### config.mk
export PLATFORM = sky130hd
export DESIGN_NAME = lhhw_ram
export DESIGN_NICKNAME = d
export VERILOG_FILES = /design/src/rtl/lhhw_ram.sv
export SDC_FILE = /design/constraint.sdc
export NUM_CORES = 1
export LEC_CHECK = 0
export ABC_AREA = 0
export ABC_CLOCK_PERIOD_IN_PS = 2400
export BUFFER_PORTS_ARGS = -buffer_cell sky130_fd_sc_hd__buf_2
export CAP_MARGIN = 20
export CORE_MARGIN = 2
export CORE_UTILIZATION = 60
export DETAILED_ROUTE_END_ITERATION = 10
export PLACE_DENSITY = 0.82
export SLEW_MARGIN = 40
export SYNTH_ARGS = -nofsm -noshare
export SYNTH_HDL_FRONTEND = slang
export SYNTH_SLANG_ARGS = --single-unit
### constraint.sdc
create_clock -name clk -period 2.4 [get_ports clk]
set_input_delay 0.12 -clock clk [delete_from_list [all_inputs] [get_ports clk]]
set_output_delay 0.12 -clock clk [all_outputs]
set_load 0.01 [all_outputs]
### src/rtl/lhhw_ram.sv
// ----------------------------------------------------------------------------
// lhhw_ram
// Generic single-write, single-read RAM with registered read data.
// ----------------------------------------------------------------------------
module lhhw_ram #(
  parameter int WIDTH = 8,
  parameter int DEPTH = 16
) (
  input  logic                                      clk,
  input  logic                                      we,
  input  logic [((DEPTH > 1) ? $clog2(DEPTH) : 1)-1:0] waddr,
  input  logic [WIDTH-1:0]                          wdata,
  input  logic [((DEPTH > 1) ? $clog2(DEPTH) : 1)-1:0] raddr,
  output logic [WIDTH-1:0]                          rdata
);

  logic [WIDTH-1:0] mem [DEPTH];

  always_ff @(posedge clk) begin
    if (we) begin
      mem[waddr] <= wdata;
    end
    rdata <= mem[raddr];
  end

endmodule
==> qor.yml <==
antenna_left: 0
worst_pin_slew_ps: 849
ys_seq_area_frac: 0.778
hold_slack_ps: 9.54
cap_violations: 0
clkLatencyLatePin_ps: 510
drc_errors: 0
ys_warn_count: 0
initial_core_util: 0.623
relSlewSlack: 0.432
synth_seq_cells: 136
wirelength_um: 9450
synth_fp_nets: 247
viasPerCell: 6.15
max_freq_mhz: 689
worstPathArrival_ps: 1840
grt_pass1_wl_um: 14400
rsz0062_at_grt: "no"
syn_inst: 229
core_area_mm2: 0.00826
fin_skew_ps: 7.10
critPathRequiredTime_ps: 2790
ios: 26
layout_commonest_cell: "edfxtp_1"
drt_pass1_iterations: 4
hold_violations: 0
grt_usage: 0.214
power-per-cell-area_mw_per_mm2: 871
vias: 2458
area_delta_synth_final_pct: 17.4
hpwl_um: 5900
layout_common_cells: "128 x edfxtp_1, 25 x buf_2, 18 x mux4_2"
hold_class: "input pin to flop"
drt-wirelength-per-cell_um: 23.6
cts_made_buffers: 17
htree_levels: 4
crit_fanout: 1
first_iter_violations: 351
rows: 33
overflow: 0
drive_above_1_share: 0.312
yosys.area_share.simple: 0.0318
gp_congestion: 0.808
antenna_found_initial: 0
cts_resized: 0
die_h_um: 96.6
ys_types: 19
post-route-period-util: 0.605
synth_fa_ha_area_frac: 0
avgSynthCellArea_um2: 22.5
fillers: 465
cts_sinks: 136
die_x_um: 96.6
setup_viol: 0
dieArea_mm2: 0.00934
grt_pass1_vias: 2514
synth_compound_area_frac: 0.0233
clk_pin_slew_worst_paths_ps: 60
synth_top_family_by_area: "multiplexers"
insertedDiodeCount: 0
cts_tree: "done"
regToRegSetupSlack_ps: 950
power.leakage_uw: 0.00206
end_kind: "flop"
grt_max_degree: 33
outcome: "finished clean"
muxShareOfSynthArea: 0.150
synth-xor-area-share: 0
fin_crit_ps: 1450
nNetsFinal: 300
netlist_area_mm2: 0.00515
cts_root_buffer: "clkbuf_8"
io_buffers: 25
tns_ps: 0
start_kind: "flop"
drv_slew: 0
design_power_total_uw: 5260
path_class: "flop to flop"
ir_drop_uv: 746
clockBufferDepth: 2
logic make-up after synthesis:
logic type,count (synthesis)
compound gates,16
buf+inv,10
flops,136
mux,32
simple gates,35
synth_stat cells:
| cell type | n | area (µm²) |
|---|---|---|
| a22oi_1 | 16 | 120 |
| and2_1 | 1 | 6.26 |
| and2b_1 | 1 | 7.51 |
| buf_2 | 3 | 15.0 |
| buf_4 | 1 | 7.51 |
| buf_6 | 3 | 33.8 |
| clkdlybuf4s25_2 | 3 | 30.0 |
| dfxtp_1 | 8 | 160 |
| edfxtp_1 | 128 | 3840 |
| mux4_1 | 14 | 368 |
| mux4_2 | 18 | 405 |
| nand2_1 | 9 | 33.8 |
| nand2b_1 | 2 | 12.5 |
| nand3_1 | 1 | 5.00 |
| nand3b_1 | 2 | 15.0 |
| nor2_1 | 13 | 48.8 |
| nor2b_1 | 1 | 6.26 |
| nor3_1 | 4 | 20.0 |
| or3b_2 | 1 | 8.76 |
area by class of cell:
type | count | area (µm²) | share of cell area
clock buffers | 20 | 455 | 0.0754
clock inverters | 12 | 101 | 0.0168
multi-input cells | 83 | 1060 | 0.175
flip-flops and latches | 136 | 4000 | 0.663
well taps | 105 | 131 | 0.0217
repair buffers | 44 | 290 | 0.0480
registers in the layout, indices dropped and copies added (netlist names):
register	cells
mem	128
rdata	8
power by group:
part | internal (µW) | switching (µW) | total [µW]
sequential | 2660 | 14.5 | 2670
combinational | 108 | 142 | 250
clock | 1440 | 898 | 2340
worst max-delay path, stage by stage, from the launching register on:
cell and delay, ps:
edfxtp_1 420, mux4_2 490, a22oi_1 320, nand2_1 90
per-layer routing:
metal,vias up,routed length [µm],GRT usage
li1,1077,-,-
met3,14,709,0.0506
met2,121,4800,0.338
met4,0,138,0.0899
met1,1246,3800,0.294
met5,-,0,0
metrics by stage:
step	std cells	worst slack [ps]	area, µm²	utilization
after floorplan	229	787	5150	-
after global placement	364	683	5440	0.659
after detailed placement	364	591	5440	0.659
after CTS	400	991	6040	0.731
after global routing	400	900	6040	0.732
final	400	949	6040	0.732
what timing repair did:
action                                  in CTS  in global routing
setup buffers                                0                  0
endpoints found under the hold margin       54                  0
hold buffers                                 4                  0
endpoints found under the setup margin       0                  0
worst paths after layout:
path	from	end	depth (start not counted)
setup / recovery	mem[1][4]$_DFFE_PP_	rdata[4]$_DFF_P_	3
hold / removal	wdata[6]	mem[1][6]$_DFFE_PP_	1
setup reg to reg	mem[1][4]$_DFFE_PP_	rdata[4]$_DFF_P_	3
hold reg to reg	mem[12][3]$_DFFE_PP_	rdata[3]$_DFF_P_	3
No activity file was read; power rests on OpenSTA's default activity.
